==> src/sv/assert_macros.svh <==
// Assertion helpers used by the RTL.
`ifndef ASSERT_MACROS_SVH
`define ASSERT_MACROS_SVH

// Clocked check, disabled while reset is asserted.
`define ASSERT_CLK(label, prop, msg) \
    label: assert property (@(posedge i_clk) disable iff (!i_rst_n) (prop)) else $error(msg);

// Plain implication check, same clocking and reset.
`define ASSERT_IMPL(label, cond, prop, msg) \
    `ASSERT_CLK(label, (cond) |-> (prop), msg)

`endif

==> src/sv/lkv_pkg.sv <==
package lkv_pkg;

    // operation codes
    localparam logic KIND_GET = 1'b0;
    localparam logic KIND_PUT = 1'b1;

    // capacity register
    localparam int CAP_BITS = 5;
    localparam logic [CAP_BITS-1:0] CAP_RESET = 5'd16;

    // per-entry update command
    typedef struct packed {
        logic sel;        // this entry is the target of the request
        logic wr_key;     // target takes the new key (insert or replace)
        logic wr_value;   // target takes the new value
        logic age_all;    // every other valid entry ages by one
        logic age_lower;  // entries younger than the reference rank age by one
    } t_cell_cmd;

endpackage

==> src/sv/lkv_cell.sv <==
module lkv_cell #(
    parameter int KEY_BITS   = 16,
    parameter int VALUE_BITS = 32,
    parameter int RANK_W     = 4
) (
    input  logic                  i_clk,
    input  logic                  i_rst_n,
    input  logic                  i_fire,
    input  lkv_pkg::t_cell_cmd    i_cmd,
    input  logic [KEY_BITS-1:0]   i_key,
    input  logic [VALUE_BITS-1:0] i_value,
    input  logic [RANK_W-1:0]     i_ref_rank,
    input  logic [RANK_W-1:0]     i_last_rank,
    output logic                  o_valid,
    output logic                  o_match,
    output logic                  o_victim,
    output logic [RANK_W-1:0]     o_rank,
    output logic [KEY_BITS-1:0]   o_key,
    output logic [VALUE_BITS-1:0] o_value
);
    import lkv_pkg::*;

    logic                  r_valid;
    logic                  n_valid;
    logic [RANK_W-1:0]     r_rank;
    logic [RANK_W-1:0]     n_rank;
    logic [KEY_BITS-1:0]   r_key;
    logic [VALUE_BITS-1:0] r_value;

    // lookup and victim match at this entry
    assign o_valid  = r_valid;
    assign o_match  = r_valid && (r_key == i_key);
    assign o_victim = r_valid && (r_rank == i_last_rank);
    assign o_rank   = r_rank;
    assign o_key    = r_key;
    assign o_value  = r_value;

    // recency update
    always_comb begin
        n_valid = r_valid;
        n_rank  = r_rank;
        if (i_fire) begin
            if (i_cmd.sel) begin
                n_rank = '0;
                if (i_cmd.wr_key) begin
                    n_valid = 1'b1;
                end
            end else if (r_valid) begin
                if (i_cmd.age_all || (i_cmd.age_lower && (r_rank < i_ref_rank))) begin
                    n_rank = r_rank + RANK_W'(1);
                end
            end
        end
    end

    always_ff @(posedge i_clk) begin
        if (!i_rst_n) begin
            r_valid <= 1'b0;
            r_rank  <= '0;
        end else begin
            r_valid <= n_valid;
            r_rank  <= n_rank;
        end
    end

    // key and value storage, no reset
    always_ff @(posedge i_clk) begin
        if (i_fire && i_cmd.sel) begin
            if (i_cmd.wr_key) begin
                r_key <= i_key;
            end
            if (i_cmd.wr_value) begin
                r_value <= i_value;
            end
        end
    end

endmodule

==> src/sv/lru_key_value_cache.sv <==
// Fully associative key-value cache with least-recently-used replacement.
// Input channel (i_in_valid / o_in_stall): one request per accept, i_kind
// selects get or put of i_key, i_value is the data stored by a put.
// Output channel (o_out_valid / i_out_stall): one result per request, in
// request order: o_hit, o_read_value (get hit only, else zero), o_evicted
// and o_evicted_key (put of a new key into a full cache, else zero).
// Config channel (i_cfg_valid / o_cfg_ready): writes the capacity; zero
// acts as one, values above ENTRIES act as ENTRIES. Write only when idle.
// A request passes through the input register, then the result register;
// the result is valid once it has been written to the result register.
// Throughput: one request per cycle while the receiver does not stall; all
// entries are compared in parallel and the affected entries update their ranks in the same cycle.
// Reset clears every valid mark and rank, the entry count and the valid flags
// of both pipeline registers; capacity returns to 16. Nothing else needs clearing.
// When the receiver stalls, the result holds and the input register keeps
// its request; o_in_stall rises only when both registers are occupied.
module lru_key_value_cache #(
    parameter int ENTRIES    = 16,
    parameter int KEY_BITS   = 16,
    parameter int VALUE_BITS = 32
) (
    input  logic                          i_clk,
    input  logic                          i_rst_n,
    // request channel
    input  logic                          i_in_valid,
    output logic                          o_in_stall,
    input  logic                          i_kind,
    input  logic [KEY_BITS-1:0]           i_key,
    input  logic signed [VALUE_BITS-1:0]  i_value,
    // result channel
    output logic                          o_out_valid,
    input  logic                          i_out_stall,
    output logic                          o_hit,
    output logic signed [VALUE_BITS-1:0]  o_read_value,
    output logic                          o_evicted,
    output logic [KEY_BITS-1:0]           o_evicted_key,
    // capacity write channel
    input  logic                          i_cfg_valid,
    output logic                          o_cfg_ready,
    input  logic [lkv_pkg::CAP_BITS-1:0]  i_cfg_data
);
    import lkv_pkg::*;

    localparam int RANK_W = (ENTRIES > 1) ? $clog2(ENTRIES) : 1;
    localparam int CNT_W  = $clog2(ENTRIES + 1);
    localparam int CMP_W  = (CNT_W > CAP_BITS) ? CNT_W : CAP_BITS;

    // input register
    logic                  r_in_valid;
    logic                  r_in_kind;
    logic [KEY_BITS-1:0]   r_in_key;
    logic [VALUE_BITS-1:0] r_in_value;

    // result register
    logic                  r_out_valid;
    logic                  r_out_hit;
    logic [VALUE_BITS-1:0] r_out_read_value;
    logic                  r_out_evicted;
    logic [KEY_BITS-1:0]   r_out_evicted_key;

    logic [CAP_BITS-1:0]   r_cap;
    logic [CNT_W-1:0]      r_count;
    logic [CNT_W-1:0]      n_count;
    logic [CNT_W-1:0]      w_count_p1;

    logic w_adv;
    logic w_take;

    // per-entry signals
    logic [ENTRIES-1:0]    w_valid;
    logic [ENTRIES-1:0]    w_match;
    logic [ENTRIES-1:0]    w_victim;
    logic [ENTRIES-1:0]    w_free;
    logic [ENTRIES-1:0]    w_inv;
    logic [ENTRIES-1:0]    w_target;
    logic [RANK_W-1:0]     w_rank  [ENTRIES];
    logic [KEY_BITS-1:0]   w_key   [ENTRIES];
    logic [VALUE_BITS-1:0] w_value [ENTRIES];
    t_cell_cmd             w_cmd   [ENTRIES];

    logic                  w_hit;
    logic                  w_put;
    logic                  w_room;
    logic                  w_insert;
    logic                  w_evict;
    logic [RANK_W-1:0]     w_hit_rank;
    logic [RANK_W-1:0]     w_last_rank;
    logic [VALUE_BITS-1:0] w_hit_value;
    logic [KEY_BITS-1:0]   w_vict_key;
    logic [CMP_W-1:0]      w_cap_eff;
    logic [CNT_W-1:0]      w_count_m1;

    // handshake
    assign w_adv       = r_in_valid && (!r_out_valid || !i_out_stall);
    assign o_in_stall  = r_in_valid && !w_adv;
    assign w_take      = i_in_valid && !o_in_stall;
    assign o_cfg_ready = 1'b1;

    // effective capacity
    always_comb begin
        w_cap_eff = CMP_W'(r_cap);
        if (r_cap == '0) begin
            w_cap_eff = CMP_W'(1);
        end else if (CMP_W'(r_cap) > CMP_W'(ENTRIES)) begin
            w_cap_eff = CMP_W'(ENTRIES);
        end
    end

    assign w_count_m1  = r_count - CNT_W'(1);
    assign w_last_rank = w_count_m1[RANK_W-1:0];

    // first free entry
    assign w_inv  = ~w_valid;
    assign w_free = w_inv & (~w_inv + ENTRIES'(1));

    // lookup reductions
    always_comb begin
        w_hit_rank  = '0;
        w_hit_value = '0;
        w_vict_key  = '0;
        for (int i = 0; i < ENTRIES; i++) begin
            w_hit_rank  = w_hit_rank  | (w_rank[i]  & {RANK_W{w_match[i]}});
            w_hit_value = w_hit_value | (w_value[i] & {VALUE_BITS{w_match[i]}});
            w_vict_key  = w_vict_key  | (w_key[i]   & {KEY_BITS{w_victim[i]}});
        end
    end

    // request decode
    assign w_hit    = |w_match;
    assign w_put    = (r_in_kind == KIND_PUT);
    assign w_room   = CMP_W'(r_count) < w_cap_eff;
    assign w_insert = w_put && !w_hit && w_room;
    assign w_evict  = w_put && !w_hit && !w_room && (r_count != '0);

    always_comb begin
        if (w_hit) begin
            w_target = w_match;
        end else if (w_insert) begin
            w_target = w_free;
        end else if (w_evict) begin
            w_target = w_victim;
        end else begin
            w_target = '0;
        end
    end

    // entry commands
    always_comb begin
        for (int i = 0; i < ENTRIES; i++) begin
            w_cmd[i].sel       = w_target[i];
            w_cmd[i].wr_key    = w_insert || w_evict;
            w_cmd[i].wr_value  = w_put;
            w_cmd[i].age_all   = w_insert || w_evict;
            w_cmd[i].age_lower = w_hit;
        end
    end

    // entry array
    for (genvar g = 0; g < ENTRIES; g++) begin : g_cell
        lkv_cell #(
            .KEY_BITS   (KEY_BITS),
            .VALUE_BITS (VALUE_BITS),
            .RANK_W     (RANK_W)
        ) u_cell (
            .i_clk       (i_clk),
            .i_rst_n     (i_rst_n),
            .i_fire      (w_adv),
            .i_cmd       (w_cmd[g]),
            .i_key       (r_in_key),
            .i_value     (r_in_value),
            .i_ref_rank  (w_hit_rank),
            .i_last_rank (w_last_rank),
            .o_valid     (w_valid[g]),
            .o_match     (w_match[g]),
            .o_victim    (w_victim[g]),
            .o_rank      (w_rank[g]),
            .o_key       (w_key[g]),
            .o_value     (w_value[g])
        );
    end

    assign w_count_p1 = r_count + CNT_W'(1);
    assign n_count    = (w_adv && w_insert) ? w_count_p1 : r_count;

    // control registers
    always_ff @(posedge i_clk) begin
        if (!i_rst_n) begin
            r_in_valid  <= 1'b0;
            r_out_valid <= 1'b0;
            r_count     <= '0;
            r_cap       <= CAP_RESET;
        end else begin
            if (w_take) begin
                r_in_valid <= 1'b1;
            end else if (w_adv) begin
                r_in_valid <= 1'b0;
            end
            if (w_adv) begin
                r_out_valid <= 1'b1;
            end else if (!i_out_stall) begin
                r_out_valid <= 1'b0;
            end
            r_count <= n_count;
            if (i_cfg_valid && o_cfg_ready) begin
                r_cap <= i_cfg_data;
            end
        end
    end

    // request payload
    always_ff @(posedge i_clk) begin
        if (w_take) begin
            r_in_kind  <= i_kind;
            r_in_key   <= i_key;
            r_in_value <= i_value;
        end
    end

    // result payload
    always_ff @(posedge i_clk) begin
        if (w_adv) begin
            r_out_hit         <= w_hit;
            r_out_read_value  <= (w_hit && !w_put) ? w_hit_value : '0;
            r_out_evicted     <= w_evict;
            r_out_evicted_key <= w_evict ? w_vict_key : '0;
        end
    end

    assign o_out_valid   = r_out_valid;
    assign o_hit         = r_out_hit;
    assign o_read_value  = r_out_read_value;
    assign o_evicted     = r_out_evicted;
    assign o_evicted_key = r_out_evicted_key;

    // checks
    `include "assert_macros.svh"

    `ASSERT_CLK(a_unique_key, $onehot0(w_match), "more than one entry holds the key")
    `ASSERT_CLK(a_count_valid, $countones(w_valid) == int'(r_count), "entry count mismatch")
    `ASSERT_CLK(a_insert_count, w_adv && w_insert |=> r_count == $past(w_count_p1), "bad count")
    `ASSERT_IMPL(a_hit_no_evict, o_out_valid && o_hit, !o_evicted, "hit reported an eviction")

endmodule

==> config.mk <==
export PLATFORM = sky130hd
export DESIGN_NAME = lru_key_value_cache
export DESIGN_NICKNAME = d
export VERILOG_FILES = /design/src/sv/lkv_pkg.sv /design/src/sv/lkv_cell.sv /design/src/sv/lru_key_value_cache.sv
export VERILOG_INCLUDE_DIRS = /design/src /design/src/sv
export SDC_FILE = /design/constraint.sdc
export NUM_CORES = 1
export LEC_CHECK = 0
export BUFFER_PORTS_ARGS = -buffer_cell sky130_fd_sc_hd__buf_4
export CORE_UTILIZATION = 50
export CTS_CLUSTER_SIZE = 14
export DETAILED_ROUTE_END_ITERATION = 12
export PLACE_DENSITY = 0.64
export SYNTH_ARGS = -nofsm -noshare
export SYNTH_HDL_FRONTEND = slang
export SYNTH_SLANG_ARGS = --single-unit
==> constraint.sdc <==
create_clock -name i_clk -period 8.6 [get_ports i_clk]
set_clock_uncertainty 0.05 [all_clocks]
set_input_delay 0.86 -clock i_clk [delete_from_list [all_inputs] [get_ports i_clk]]
set_output_delay 0.86 -clock i_clk [all_outputs]
set_load 0.005 [all_outputs]
=== Word level (Yosys, flattened, before mapping) ===
Cells that the tools add are included.

* Add/subtract/negate cells: 19
* $lt $le $gt $ge: 18
* Bitwise gates (word level): 96
* Eq/ne operators: 33
* Reductions and logical operators: 198
* Mux-type cells: 57

{| class="wikitable"
|+ Operators by type and width
! cell !! count
|-
| AND 32 bit || 16
|-
| bitwise OR 32 bit || 15
|-
| AND 16 bit || 17
|-
| equality test 16 bit || 16
|-
| bitwise OR 16 bit || 15
|-
| 2-to-1 mux 4 bit || 48
|-
| AND reduction 3 bit || 32
|-
| logical AND 1 bit || 73
|-
| nonzero test 2 bit || 33
|-
| adder 4 x 1 -> 4 bit (second input constant) || 16
|-
| AND 4 bit || 16
|-
| equality test 4 bit || 16
|-
| < comparator 4 bit || 16
|-
| AND reduction 2 bit || 32
|-
| bitwise OR 4 bit || 15
|-
| 2-to-1 mux 16 bit || 3
|-
| inverter 16 bit || 2
|-
| logical OR 1 bit || 18
|-
| adder 16 x 1 -> 16 bit (second input constant) || 1
|-
| OR reduction 16 bit || 1
|-
| 2-to-1 mux 5 bit || 2
|-
| zero test 1 bit || 7
|-
| adder 5 x 1 -> 5 bit (second input constant) || 1
|-
| > comparator 5 bit (second input constant) || 1
|-
| other kinds (6) || 9
|}

* Bits of input ports: 59
* Logic and storage cells: 496
* Output and inout port bits: 53
* Flip-flop bits (word level): 959

=== Depth between registers and ports, before layout ===
Gate-level depths: netlist (run 1).

* Depth in word-level cells: 24
* Mapped depth: 20
* Gate-level depth less buffers: 16

=== Modules after synthesis ===
Synthesis (run 1) repeated with hierarchy kept, for this count alone.

* Cell total of the unflattened synthesis: 2846
* Area total of the unflattened synthesis: 41932.7 um^2

{| class="wikitable"
|+ Modules (own cells, without submodules)
! module !! times used !! seq. area each (um^2) !! cells each !! area each (um^2)
|-
| lkv_cell || 16 || 1541.5 || 124 || 2083.2
|-
| lru_key_value_cache || 1 || 3213.1 || 862 || 8600.7
|}

=== Worst setup path before layout (run 1) ===
OpenSTA, ideal clock, no wires.

* Path kind: reg2reg
* From: reg r_count[0]
* To: reg g_cell[1].u_cell.r_value[0] (enable)
* Stages on the path, launching flop included: 15
* Setup time: 0.424 ns
* Arrival time: 5.084 ns
* Buffers on the path: 4
* Path slack: 3.041 ns
* Required time: 8.126 ns
* Period minus slack after synthesis: 5.559 ns
* Cells stage by stage: dfxtp_1 buf_1 buf_1 inv_1 ha_1 clkbuf_1 clkbuf_1 xor2_1 nand3_1 nor3_1 inv_1 o32ai_1 nand3_1 nand2_1 nor2b_1

* Elaborated cells between the ends (all ways): 14
* Those cells by class: add/sub: 1; order compare: 1; eq/ne: 1; mux: 3; reduce/logical: 8

{| class="wikitable"
|+ RTL lines
! item !! RTL line !! source
|-
| start: declaration || lru_key_value_cache.sv:62 || <nowiki>logic [CNT_W-1:0] r_count;</nowiki>
|-
| start signal: assignment || lru_key_value_cache.sv:203 || <nowiki>r_count <= n_count;</nowiki>
|-
| subtractor 4 x 1 -> 4 bit || lru_key_value_cache.sv:109 || <nowiki>assign w_count_m1 = r_count - CNT_W'(1);</nowiki>
|-
| net g_cell[0].u_cell.i_last_rank[0] || lkv_cell.sv:13 || <nowiki>input logic [RANK_W-1:0] i_last_rank,</nowiki>
|-
| equality test 4 bit || lkv_cell.sv:33 || <nowiki>assign o_victim = r_valid && (r_rank == i_last_rank);</nowiki>
|-
| logical AND 1 bit || lkv_cell.sv:33 ||
|-
| 2-to-1 mux 16 bit || lru_key_value_cache.sv:140 || <nowiki>end else if (w_evict) begin</nowiki>
|-
| 2-to-1 mux 16 bit || lru_key_value_cache.sv:138 || <nowiki>end else if (w_insert) begin</nowiki>
|-
| 2-to-1 mux 16 bit || lru_key_value_cache.sv:136 || <nowiki>if (w_hit) begin</nowiki>
|-
| logical AND 1 bit || lkv_cell.sv:68 || <nowiki>if (i_fire && i_cmd.sel) begin</nowiki>
|-
| AND reduction 2 bit (no source line) || - ||
|-
| end signal: assignment || lkv_cell.sv:73 || <nowiki>r_value <= i_value;</nowiki>
|-
| end: declaration || lkv_cell.sv:28 || <nowiki>logic [VALUE_BITS-1:0] r_value;</nowiki>
|}

The timed path passes the listed nets, and every way through them passes these cells.
A chain may end at the register's enable or synchronous reset.

=== Final worst setup path (run 1) ===
* From: reg r_in_key[10]
* To: reg g_cell[12].u_cell.r_value[4] (enable)

* Cells in the longest elaborated chain, start to end: 12
* Elaborated cells between the ends (all ways): 43
* Those cells by class: eq/ne: 16; mux: 3; reduce/logical: 24

{| class="wikitable"
|+ RTL lines
! item !! RTL line !! source
|-
| start: declaration || lru_key_value_cache.sv:51 || <nowiki>logic [KEY_BITS-1:0] r_in_key;</nowiki>
|-
| start signal: assignment || lru_key_value_cache.sv:214 || <nowiki>r_in_key <= i_key;</nowiki>
|-
| equality test 16 bit || lkv_cell.sv:32 || <nowiki>assign o_match = r_valid && (r_key == i_key);</nowiki>
|-
| logical AND 1 bit || lkv_cell.sv:32 ||
|-
| OR reduction 16 bit (*) || lru_key_value_cache.sv:129 || <nowiki>assign w_hit = |w_match;</nowiki>
|-
| zero test 1 bit (*) || lru_key_value_cache.sv:133 || <nowiki>assign w_evict = w_put && !w_hit && !w_room && (r_count != '0);</nowiki>
|-
| logical AND 1 bit (*) (3 in series) || lru_key_value_cache.sv:133 ||
|-
| net w_evict || lru_key_value_cache.sv:85 || <nowiki>logic w_evict;</nowiki>
|-
| 2-to-1 mux 16 bit (*) || lru_key_value_cache.sv:140 ||
|-
| 2-to-1 mux 16 bit (*) || lru_key_value_cache.sv:138 ||
|-
| 2-to-1 mux 16 bit (*) || lru_key_value_cache.sv:136 ||
|-
| logical AND 1 bit (*) || lkv_cell.sv:68 ||
|-
| AND reduction 2 bit (no source line) (*) || - ||
|-
| end signal: assignment || lkv_cell.sv:73 ||
|-
| end: declaration || lkv_cell.sv:28 ||
|}

Mark *: on every way through the listed nets, which the timed path passes. The rest lies on a longest branch.

==> results by group, run 1 <==
Run status
  • Run status: finished clean

Place
  • Placed cell areas: between 0.04 and 0.05 sq mm
  • HPWL after DPL: ~100,000 um
  • Port bufs: 110
  • Routability congestion estimate from global placement: 1.001

Timing
  • Slew of the pin with the lowest slew margin: about 1300 ps
  • Min Clock Period, post-route: about 6500 ps
  • Post-route setup TNS: 0 ps
  • Worst rel slew slack: 15.77%
  • Smallest hold slack: ~270 ps
  • Setup repair after global routing missed its margin: no
  • Number of pins exceeding their max-slew limit in the final report: 0
  • Max Clock Freq: 154.1 MHz
  • Number of setup violations in the final report: 0
  • Final critical-path share of the clock period: 75.44%
  • Final Hold Fails: 0

Yosys
  • Post-synth EDFFs: just under 900
  • Post-synth top area share: between 60% and 70%
  • Async set-reset flop share out of synthesis: 0%
  • Top cells by area in the synthesized netlist: edfxtp_1 (62%), dfxtp_1 (4.4%), xnor2_1 (4.4%)
  • Area fraction in compound gates after synthesis: between 10% and 20%
  • Xor/xnor cell area share of the yosys netlist: under 10%
  • Synth unique cells: 101
  • Post-synth top flop: edfxtp_1
  • Netlist Area Pre-Place: between 0.04 and 0.05 sq mm
  • Average cell area after synthesis: around 14 sq um
  • Part of the Yosys area used for sequential elements: approximately two thirds
  • Mux cell area share after synthesis: less than 1%
  • Count of warnings emitted by yosys: 0
  • Dominant combinational cell family by area after synthesis: compound AO/OA/AOI/OAI gates
  • Syn nets: just over 3,000
  • Synth Area in Simple Gates: a little under a tenth
  • Total of flip-flops plus latches after synthesis: around 960
  • Cell type contributing the most total cell area after synthesis: edfxtp_1
  • Number of standard cells after synthesis: between 3,000 and 4,000
  • Fraction of the mapped netlist area in adder cells: about 1.4%

Clock network
  • Post-CTS Setup Repair Bufs: 0
  • Clock Tree Buf Depth: 3
  • Post_cts resized: 0
  • Number of H-tree branching levels: 3
  • Clock network latency to the later pin of the worst-skew pair: approximately 700 ps
  • Num CTS Buffers: 99
  • Clock slew seen by the registers of the worst setup and hold paths: around 60 ps
  • CTS hold repair buffers: 0
  • Clock Root Buffer: clkbuf_16
  • # clock sinks: 959
  • TritonCTS clock tree: yes

Die
  • Initial core utilization: between 50 and 60%
  • Floorplan Core Area: just over 0.08 sq mm
  • Die Span X: slightly below 300 um
  • Chip Height: approximately 290 um
  • Number of cell rows: 105
  • Area of the die: 0.08496 sq mm
  • Num ports: about 110

Route
  • Vias per std cell: 6.812
  • Vias after detailed routing: approximately 29,000
  • Number of remaining DRC errors: 0
  • Number of detailed-route iterations in the first pass: 6
  • Routed WL per cell: approximately 36 um
  • Count of nets left with antenna violations after detail routing: 0
  • WL final: between 150,000 and 200,000 um
  • Iter 0 DRT Violations: 4,368

Global route
  • Total congestion overflow after global routing: 0
  • Via count of the first global-routing pass: between 20,000 and 30,000
  • Global-route wire length before repair: 217,900 um
  • Initial antenna violation count: 5
  • Maximum number of pins on one net before global-route repair: a little under 80
  • Overall track demand over capacity in global routing: a little under two fifths

Power
  • Comb power frac: under 10%
  • Switching share of power: 21.32%
  • Switching power: 2.152 mW
  • Relative contribution of sequential cells to total power: ~51%
  • Pwr per Cell Area: around 210 mW/mm^2
  • Maximum VDD drop: ~0.00019 V
  • Static leakage: between 15 and 20 nW
  • Internal Power: 7.940 mW
  • Clock power share: 45.7%

Setup path
  • Biggest fanout along the worst timing path: 36
  • Arrival time at the worst endpoint: between 6000 and 7000 ps
  • Worst flop-to-flop path startpoint: r_in_key[10]
  • Kind of critical path: flip-flop to flip-flop
  • Nature of the critical path endpoint: flip-flop
  • Req. time, crit path: approximately 9000 ps
  • Worst Setup Start Kind: flip-flop
  • Worst setup path start: r_in_key[10]

Final layout
  • Area of all placed cells without fillers: ~0.048 sq mm
  • Most common cell after layout, fill and taps aside: edfxtp_1
  • Share of layout cells above drive strength 1: 14.83%
  • Fillers: approximately 6,500
  • Total Nets Final: roughly 3,200
  • Most frequent cells in the layout: edfxtp_1 (867), xnor2_1 (209), buf_4 (207), a22oi_1 (166), nor2_1 (147)
  • Area growth from synthesis to layout: 14.11%

Flow run
  • Number of max-cap violations: 0

Min path
  • Class of the worst hold path: input port to flip-flop
  • Worst Min Path Start: i_key[5]
worst paths after layout:
kind / to / slack [ps] / cells past startpoint
min reg2reg: g_cell[4].u_cell.o_rank[2] / 450 / 2
max: g_cell[12].u_cell.o_value[4] / 2110 / 13
max reg2reg: g_cell[12].u_cell.o_value[4] / 2110 / 13
min: r_in_key[5] / 270 / 1
worst max-delay path, stage by stage (launching register included):
cell	delay, ps
edfxtp_1	920
buf_4	430
xor2_1	190
nor4_1	1010
nand3_1	250
nor2_4	130
buf_4	600
nor4_1	130
and4_1	360
nand2_2	600
inv_2	220
a21oi_2	300
a21oi_1	210
and2_2	550
state kept, by name, indices dropped and copies added, names as in the netlist:
signal                 cells
r_in_value                32
g_cell.u_cell.o_value    512
o_hit                      1
o_out_valid                1
r_in_kind                  1
r_cap                      5
g_cell.u_cell.o_key      256
g_cell.u_cell.o_valid     16
r_in_key                  16
g_cell.u_cell.o_rank      64
o_evicted                  1
r_in_valid                 1
o_read_value              32
r_count                    5
o_evicted_key             16
metrics by stage:
stage / total power, mW / utilization (%) / worst slack [ps] / instances
2_1_floorplan: 5.410 / - / 3041 / 3005
3_3_place_gp: 5.561 / 53.68 / 2461 / 4113
3_5_place_dp: 5.567 / 53.68 / 2445 / 4113
4_1_cts: 10.13 / 57.94 / 2342 / 4301
5_1_grt: 10.33 / 57.94 / 2079 / 4301
6_report: 10.09 / 57.95 / 2112 / 4304
cells in the mapped netlist (all sizes together) (29+ instances only):
master  count
a31oi      41
nand2     110
o21ai      45
inv        59
buf        66
nand3     102
ha         39
xor2      108
nor2      174
edfxtp    867
xnor2     211
nand4      61
a22o      121
a21oi      67
nor3       69
and2       29
dfxtp      92
a221oi    123
nor4       36
a22oi     166
clkbuf    103
and3       51
layer usage:
layer	track usage (%)	vias to the layer above	part of all wire, %
li1	-	12139	-
met5	0	-	0.0077
met2	54.30	1993	44
met4	12.99	2	3.9
met3	9.132	329	11
met1	52.62	14855	41
power groups by stage:
stage               clock network, mW  registers [mW]  logic, mW
floorplan                           0            5.24      0.165
global placement                    0            5.26      0.299
detailed placement                  0            5.27      0.300
CTS                              4.66            5.17      0.301
global route                     4.83            5.17      0.319
finish                           4.61            5.17      0.309
cell families (layout without fill, tap and decap cells):
group	after synthesis	count (layout)
AO/OA/AOI/OAI	705	705
XOR/XNOR	319	319
adder cells (fa/ha/maj)	48	48
buffers and inverters	228	454
flip-flops	959	959
multiplexers	8	8
other	1	4
AND/OR/NAND/NOR	737	737
cell type report:
class / instances / area, sq um / share of cell area [%]
Sequential cell: 959 / 27880 / 58.30
Multi-Input combinational cell: 1818 / 13290 / 27.79
Clock buffer: 122 / 2626 / 5.493
Timing Repair Buffer: 207 / 1554 / 3.250
Tap cell: 1070 / 1339 / 2.800
Clock inverter: 66 / 890.9 / 1.863
Inverter: 59 / 229.0 / 0.4789
Antenna cell: 3 / 7.507 / 0.01570
(Power assumes the default switching activity.)
==> run 2: changes to the inputs <==
clock period = 6.5 ns   (was 8.6 ns; I/O delays follow)
==> results by group, run 2 (synthesis results as in run 1) <==
Power
  • Maximum VDD drop: between 0.0003 and 0.0004 V
  • Total Power: between 10 and 15 mW
  • Pwr per Cell Area: 268.8 mW/mm^2
  • Static leakage: ~15 nW

Place
  • HPWL after DPL: 104,900 um
  • Placement-stage worst setup slack: just over 800 ps
  • Routability congestion estimate from global placement: 1.055
  • Placed cell count: around 4,100
  • Port bufs: between 100 and 150

Route
  • Iter 0 DRT Violations: around 4,300
  • WL final: roughly 160,000 um
  • Routed WL per cell: 37.13 um
  • Count of nets left with antenna violations after detail routing: 0
  • Vias after detailed routing: 29,884
  • Vias per std cell: 6.911
  • Number of remaining DRC errors: 0
  • Number of detailed-route iterations in the first pass: 6

Setup path
  • Nature of the critical path endpoint: flip-flop
  • Worst setup path start: r_in_key[4]
  • Biggest fanout along the worst timing path: 34
  • Delay of the slowest cell on the worst path: ~960 ps
  • Reg2Reg Depth: 13
  • Worst flop-to-flop path startpoint: r_in_key[4]
  • Worst Setup Start Kind: flip-flop
  • Cells traversed along the worst timing path: buf_4 > xnor2_1 > nand4_1 > or3_1 > nor3_4 > buf_4 > or3b_2 > nor4_4 > buf_4 > a21oi_1 > inv_1 > or4_1 > a31oi_1
  • Worst-case register-to-register setup slack: 610 ps
  • Slowest CP cell: edfxtp_1
  • Req. time, crit path: 7030 ps
  • Kind of critical path: flip-flop to flip-flop
  • Most frequent cell on the critical path: buf_4
  • Arrival time at the worst endpoint: 6410 ps
  • CP Capture Point: g_cell[2].u_cell.o_rank[2]
  • FF-to-FF End: g_cell[2].u_cell.o_rank[2]

Final layout
  • Share of layout cells above drive strength 1: ~15%
  • Most frequent cells in the layout: edfxtp_1 (867), buf_4 (231), xnor2_1 (209), a22oi_1 (166), nor2_1 (147)
  • Area growth from synthesis to layout: 13.66%
  • Utilization of the core after routing: between 50% and 60%
  • Total Nets Final: roughly 3,300
  • Fillers: 6,452
  • Most common cell after layout, fill and taps aside: edfxtp_1
  • FF/Latch Area: between 0.02 and 0.03 sq mm
  • Flip-flop count of the largest register, all copies and words added: a little over 500
  • Non-filler instance count after layout: 4,324
  • Multi-input gate area: around 0.013 sq mm

Run status
  • Run status: finished clean

Timing
  • Final critical-path share of the clock period: about nine tenths
  • Setup repair after global routing missed its margin: no
  • Post-route setup TNS: 0 ps
  • Number of setup violations in the final report: 0
  • Slew of the pin with the lowest slew margin: approximately 1400 ps
  • Worst rel slew slack: 6.273%
  • Min Clock Period, post-route: between 5000 and 6000 ps
  • Number of pins exceeding their max-slew limit in the final report: 0
  • Final Hold Fails: 0
  • Max Clock Freq: 169.9 MHz
  • Final worst setup slack: between 600 and 700 ps

Die
  • Chip Height: about 290 um
  • Initial core utilization: between 50% and 60%
  • Area of the die: 0.08496 sq mm
  • Floorplan Core Area: 0.08250 sq mm
  • Num ports: 112
  • Die Span X: between 200 and 300 um
  • Number of cell rows: 105

Clock network
  • Post-CTS Setup Repair Bufs: 0
  • Num CTS Buffers: a little under 100
  • Clock Tree Buf Depth: 3
  • TritonCTS clock tree: yes
  • # clock sinks: between 900 and 1,000
  • Post_cts resized: 0
  • Clock slew seen by the registers of the worst setup and hold paths: ~60 ps
  • Clock network latency to the later pin of the worst-skew pair: just under 700 ps
  • Number of H-tree branching levels: 3
  • CTS hold repair buffers: 0
  • Clock Root Buffer: clkbuf_16

Flow run
  • Number of max-cap violations: 0

Global route
  • Maximum number of pins on one net before global-route repair: 50
  • Initial antenna violation count: 5
  • Global-route wire length before repair: approximately 220,000 um
  • Via count of the first global-routing pass: 28,448
  • Overall track demand over capacity in global routing: 37.52%
  • Total congestion overflow after global routing: 0

Min path
  • Worst Min Path Start: i_value[4]
  • Class of the worst hold path: input port to flip-flop
[run 2: cell count changes in the layout (fill, tap and decap cells not counted), sizes merged]
| cell | before | now |
|---|---|---|
| clkbuf | 122 | 121 |
| bufinv | 18 | 8 |
| diode | 3 | 5 |
| clkinvlp | 5 | 0 |
| inv | 63 | 61 |
| buf | 207 | 234 |
| clkinv | 39 | 48 |
[run 2: worst min path at each step]
| stage | to | cells after the start | slack (ps) |
|---|---|---|---|
| 2_1_floorplan | o_out_valid | 2 | 400 |
| 3_3_place_gp | o_out_valid | 2 | 410 |
| 3_5_place_dp | r_cap[0] | 2 | 440 |
| 4_1_cts | r_in_value[4] | 1 | 50 |
| 5_1_grt | r_in_value[4] | 1 | 60 |
| 6_report | r_in_value[4] | 1 | 80 |
[run 2: report_power, final]
part	internal (mW)	switching [mW]	leakage, nW
combinational	0.133	0.275	5.09
sequential	6.76	0.0880	8.61
clock	3.12	2.42	1.52
total	10.0	2.79	15.2
[run 2: final cells by class]
class | instances | area share (%)
clock inverter | 58 | 1.193
clock buffer | 121 | 5.375
tap | 1070 | 2.811
sequential | 959 | 58.53
antenna | 5 | 0.02627
multi-input combinational | 1818 | 27.81
timing repair buffer | 234 | 3.767
inverter | 59 | 0.4808
[run 2: stage by stage]
step	hold slack [ps]	area [sq um]
after global routing	58.48	47610
after floorplan	400.7	41900
after detailed placement	438.6	44490
after global placement	414.9	44490
final	81.96	47630
after CTS	47.24	47610
[run 2: worst max-delay path: cells and delay by family, from the launching register on]
family	cells	cell delay, ps
simple gates	6	2100
buf+inv	4	1480
flops	1	960
compound gates	2	910
xor+xnor	1	220
[run 2: per-layer routing]
layer  GRT usage [%]  routed length (um)
met1           54.27               65210
met3           7.887               18320
met4           14.38                6654
met5               0                  27
met2           55.57               70320
